$ cat src/sv/spcp_pkg.sv
// Shared constants for the segment pair closest points block.
`timescale 1ns / 1ps

package spcp_pkg;

  localparam int MUL_DIGIT_BITS = 8;
  localparam int AXES = 3;
  localparam int IN_FIELDS = 12;

endpackage

$ cat src/sv/spcp_mul.sv
// Pipelined signed multiplier lanes, one multiplier digit per stage, with side payload.
`timescale 1ns / 1ps

module spcp_mul #(
  parameter int N  = 1,
  parameter int WA = 8,
  parameter int WB = 8,
  parameter int WS = 1
) (
  input  logic                    clk,
  input  logic                    rst,
  input  logic                    en,
  input  logic                    vin,
  input  logic signed [WA-1:0]    a [N],
  input  logic signed [WB-1:0]    b [N],
  input  logic [WS-1:0]           side_in,
  output logic                    vout,
  output logic signed [WA+WB-1:0] p [N],
  output logic [WS-1:0]           side_out
);

  localparam int D  = spcp_pkg::MUL_DIGIT_BITS;
  localparam int L  = (WB + D - 1) / D;
  localparam int BP = D * L;
  localparam int PW = WA + BP;

  logic [L-1:0]          v;
  logic [WS-1:0]         sd  [L];
  logic signed [WA-1:0]  ar  [L][N];
  logic signed [BP-1:0]  br  [L][N];
  logic signed [PW-1:0]  acc [L][N];

  for (genvar j = 0; j < L; j++) begin : g_step
    logic          v_j;
    logic [WS-1:0] side_j;

    if (j == 0) begin : g_src
      assign v_j    = vin;
      assign side_j = side_in;
    end else begin : g_src
      assign v_j    = v[j-1];
      assign side_j = sd[j-1];
    end

    always_ff @(posedge clk) begin
      if (rst) begin
        v[j] <= 1'b0;
      end else if (en) begin
        v[j] <= v_j;
      end
      if (en) begin
        sd[j] <= side_j;
      end
    end

    for (genvar i = 0; i < N; i++) begin : g_lane
      logic signed [WA-1:0]  ai;
      logic signed [BP-1:0]  bi;
      logic signed [PW-1:0]  ci;
      logic signed [D:0]     dig;
      logic signed [WA+D:0]  part;

      if (j == 0) begin : g_in
        assign ai = a[i];
        assign bi = BP'(b[i]);
        assign ci = '0;
      end else begin : g_in
        assign ai = ar[j-1][i];
        assign bi = br[j-1][i];
        assign ci = acc[j-1][i];
      end

      if (j == L - 1) begin : g_dig
        assign dig = $signed({bi[D*j+D-1], bi[D*j +: D]});
      end else begin : g_dig
        assign dig = $signed({1'b0, bi[D*j +: D]});
      end

      assign part = ai * dig;

      always_ff @(posedge clk) begin
        if (en) begin
          ar[j][i]  <= ai;
          br[j][i]  <= bi;
          acc[j][i] <= ci + (PW'(part) <<< (D * j));
        end
      end
    end
  end

  assign vout     = v[L-1];
  assign side_out = sd[L-1];

  for (genvar i = 0; i < N; i++) begin : g_out
    assign p[i] = acc[L-1][i][WA+WB-1:0];
  end

endmodule

$ cat config.mk
export PLATFORM = sky130hd
export DESIGN_NAME = spcp_mul
export DESIGN_NICKNAME = d
export VERILOG_FILES = /design/src/sv/spcp_pkg.sv /design/src/sv/spcp_mul.sv
export SDC_FILE = /design/constraint.sdc
export NUM_CORES = 1
export LEC_CHECK = 0
export ABC_AREA = 1
export BUFFER_PORTS_ARGS = -buffer_cell sky130_fd_sc_hd__buf_4
export CORE_ASPECT_RATIO = 0.6
export CORE_MARGIN = 3
export CORE_UTILIZATION = 62
export CTS_BUF_LIST = sky130_fd_sc_hd__clkbuf_8
export DETAILED_ROUTE_END_ITERATION = 16
export GPL_TIMING_DRIVEN = 0
export PLACE_DENSITY = 0.84
export SYNTH_ARGS = -nofsm -noshare
export SYNTH_HDL_FRONTEND = slang
export SYNTH_SLANG_ARGS = --single-unit
$ cat constraint.sdc
create_clock -name clk -period 5.54 [get_ports clk]
set_input_delay 1.108 -clock clk [delete_from_list [all_inputs] [get_ports clk]]
set_output_delay 1.108 -clock clk [all_outputs]
set_load 0.03 [all_outputs]
# == Yosys cells after proc, flatten, opt, wreduce, memory -nomap -nowiden ==
# Memories as Yosys holds them, arrays and structs flattened.
# Index checks and enable logic that the tools add are counted.
# word_totals
register_bits,1
ram_bits,17
inputBits,21
word_cells,6
mem_count,2
# mem_list
name,depth,word_bits,rd,rd_clocked_by_memory_dff,write_ports,line,text
acc,1,16,1,0,1,spcp_mul.sv:31,logic signed [PW-1:0] acc [L][N];
sd,1,1,1,0,1,spcp_mul.sv:28,logic [WS-1:0] sd [L];
# classes
multipliers,1
mux,2
# op_table
op,n
multiplier 8 x 8 -> 16 bit,1
two-way mux 1 bit,2

# == Logic depth before layout (Yosys ltp) ==
# logic_depth
depth_word,2
depth_mapped,22

# == Worst setup path before layout ==
# Ideal clock, no wire load.
# synth_timing
kind,input to register
from,input a[0] (netlist bit)
to,memory acc[0][14] (netlist bit) (data pin)
slack_ns,0.569
t_required_ns,5.287
setup_ns,0.253
path_stages,16
arrival_ns,4.718
path_cell_list,clkbuf_1 > or2_2 > fa_1 > fa_1 > inv_1 > fa_1 > inv_1 > fa_1 > inv_1 > ha_1 > a21oi_1 > nor2_1 > o21ai_0 > nand3_1 > nand2_1 > nand2_1
# synth_via
elab_chain_cells,1
# synth_rtl
item,line,text
start: declaration,spcp_mul.sv:14,"input logic signed [WA-1:0] a [N],"
multiplier 8 x 8 -> 16 bit,spcp_mul.sv:79,assign part = ai * dig;
named net g_step[0].g_lane[0].part[14],spcp_mul.sv:61,logic signed [WA+D:0] part;
end: declaration,spcp_mul.sv:31,
# The timed path passes the listed nets, and every way through them passes these cells.

# == Worst setup path in the final report ==
# layout_timing
from,input b[2] (netlist bit)
to,memory acc[0][15] (netlist bit) (data pin)
# layout_via
elab_chain_cells,1
# layout_rtl
item,line,text
start: declaration,spcp_mul.sv:15,"input logic signed [WB-1:0] b [N],"
multiplier 8 x 8 -> 16 bit,spcp_mul.sv:79,
named net g_step[0].g_lane[0].part[15],spcp_mul.sv:61,
# The timed path passes the listed nets, and every way through them passes these cells.

==> summary.md <==
| Metric | Value |
|---|---|
| # setup viols final | 0 |
| Worst clock skew | 0 ps |
| Top post-synthesis cells by count | 150 x inv_1, 96 x nand2_1, 55 x fa_1, 29 x ha_1, 17 x edfxtp_1 |
| Hold Path Sink | vout |
| Skew-Pair Late Insertion Delay | 250 ps |
| Post-DP HPWL | 5.79 mm |
| EDFF count, synth | 17 |
| Die height | 62.4 um |
| Remaining DRCs | 0 |
| DR pass1 iterations | 4 |
| #FFs+latches synth | 18 |
| Detail-routed net length per standard cell | 13.5 um |
| Ys Warns | 0 |
| P&R area growth vs syn | 9.32% |
| Resized cells post-CTS | 0 |
| Worst-path cell chain | clkbuf_1, nand2_1, fa_1, fa_1, inv_1, fa_1, inv_1, fa_1, inv_1, ha_1, nand2_1, nor2_1, nand3_1, nand3_1, inv_1, nand2_1, nand2_1 |
| Most area-consuming cells after synthesis | fa_1 33%, inv_1 17%, edfxtp_1 16% |
| Synth Instances | 418 |
| Slowest CP cell | fa_1 |
| Total wire length | 6.85 mm |
| Antenna violations before repair | 0 |
| First-pass GRT wire length | 12.2 mm |
| Hold_buf cts | 0 |
| Pwr Total | 1620 uW |
| Yosys cell types | 23 |
| CTS Buf Count | 3 |
| Reg2reg start | vout |
| Final hold vios | 0 |
| Width of the die | 100 um |
| CTS Buffer Depth | 2 |
| Max-slew violation count | 0 |
| Gr ovfl total | 0 |
| Type of the most critical hold path | reg -> reg |
| Post-Synth XOR/XNOR Area | 2.13% |
| 1st-iter DRT viols | 125 |
| Final Cycle Share | 92.0% |
| DP Area | 3540 sq um |
| Tightest Pin Transition | 401 ps |
| Post-DRT Antenna Nets | 0 |
| Critical path class | in -> reg |
| Setup_tns | 0 ps |
| Synthesized area per cell | 7.87 sq um |
| Minimum clock period after layout | 5100 ps |
| Yosys top cell by area | fa_1 |
| Main combinational cell family by area after synthesis | adder cells |
| CP max FO | 8 |
| R2r worst-path depth | 2 |
| Via count | 2497 |
| GRT Util Overall | 24.9% |
| Worst vdd ir | 419 uV |
| Hold Path Origin | vout |
| Die ar. | 6250 sq um |
| Port Buf Inserts | 23 |
| Vias in the first global route | 2673 |
| RSZ-0062 raised after global routing | no |
| Antenna diodes | 0 |
| Fmax | 0.196 GHz |
| Pwr dens | 449 nW/um^2 |
| Hold path cells | 2 |
| R2r endpoint | vout |
| TritonCTS clock tree | built |
| Syn_nets | 523 |
| Rows | 19 |
| Async SR Flop Fraction | 0% |
| Synth Area in Simple Gates | 15.7% |
| Setup ws final | 441 ps |
| Dominant synthesized flop cell | edfxtp_1 |
| Share of cells above drive strength 1 | 7.42% |
| Final Util | 74.5% |
| Multiplexer share of the synthesized area | 0.304% |
| Place WS | 243 ps |
| Syn Std Cell Area | 3290 sq um |
| Vias per cell | 4.92 |
| Outcome | completed |
| CP max stage delay | 680 ps |
| Critical Path RT | 5550 ps |
| R2r setup slk | 4960 ps |
| Pleak | 0.00221 uW |
| Synth top area share | 33.5% |
| Compound-cell area share of the yosys netlist | 2.40% |
| Gp weighted congestion | 0.871 |
| Setup crit end kind | flop |
| Slew margin rel. | 73.2% |
| Max_cap viols | 0 |
| Sequential fraction of the synthesis area | 16.1% |
| Core Box Area | 4830 sq um |
| Setup bufs post-CTS | 0 |
| Critical path arrival | 5110 ps |
| Adder-cell share of the synthesized area | 44.5% |
| Post-layout instance area | 3600 sq um |
| Root Buffer | clkbuf_8 |
| Largest net degree at the start of global routing | 19 |
| Top Ports | 39 |
| # H-tree levels | 1 |
| Starting density of the core | 68.2% |
| Type of origin of the critical path | primary input |
| Final net count | 551 |
| Clock transition at path regs | 70 ps |
| Cell with the most instances after synthesis | inv_1 |
| # clock sinks | 18 |
| Layout fillers | 379 |
how the worst max path moves through the flow:
stage                     start         end  slack, ps  depth (start not counted)
after floorplan            a[0]  acc[0][14]        570                         16
after global placement     b[2]  acc[0][15]        270                         17
after detailed placement   b[2]  acc[0][15]        240                         17
after CTS                  b[2]  acc[0][15]        500                         17
after global routing       b[2]  acc[0][15]        220                         17
final                      b[2]  acc[0][15]        440                         17
layout make-up:
cell class	instances	area (sq um)	share of cell area, %
multi-input combinational	235	2140	59.5
inverter	150	563	15.7
sequential	18	531	14.7
timing repair buffer	23	173	4.80
tap	63	78.8	2.19
buffer	15	56.3	1.57
clock buffer	4	55.1	1.53
critical path, delay by kind of cell:
family / cells / cell delay [ps]
fa+ha+maj: 5 / 2670
buf+inv: 5 / 540
simple gates: 7 / 790
cells in the final DEF, fill, tap and decap left out, types with 4 or more instances in the layout:
cell	netlist	layout
nand3_1	10	10
nor2_1	15	15
a21oi_1	6	6
clkbuf_1	15	15
nand2_1	96	96
ha_1	29	29
edfxtp_1	17	17
nand2_2	4	4
xor2_1	6	6
inv_1	150	150
buf_4	0	23
clkbuf_8	0	4
fa_1	55	55
state kept, by name (all words and copies together), names as in the netlist:
signal	count
acc	16
sd	1
vout	1
cell families (layout without fill, tap and decap cells):
family,Yosys count,in the layout
compound gates,13,13
xor+xnor,8,8
fa+ha+maj,84,84
buf+inv,165,192
flops,18,18
mux,1,1
simple gates,129,129
report_power, final:
group          switching (uW)  leakage (uW)  internal, uW
Clock                    45.7     0.0000288          63.2
Sequential               14.1      0.000174           253
Combinational             773       0.00200           467
routing by layer:
layer | GRT usage, % | vias up | wire (um)
li1 | - | 1221 | -
met1 | 34.9 | 1197 | 3190
met2 | 40.1 | 73 | 3210
met3 | 6.24 | 6 | 406
met4 | 4.20 | 0 | 39
met5 | 0 | - | 0
metrics by stage:
| stage | hold slack, ps | cells |
|---|---|---|
| final | 503 | 508 |
| after global routing | 568 | 508 |
| after CTS | 510 | 508 |
| after detailed placement | 493 | 504 |
| after global placement | 474 | 504 |
| after floorplan | 630 | 418 |
(Power assumes the default switching activity.)
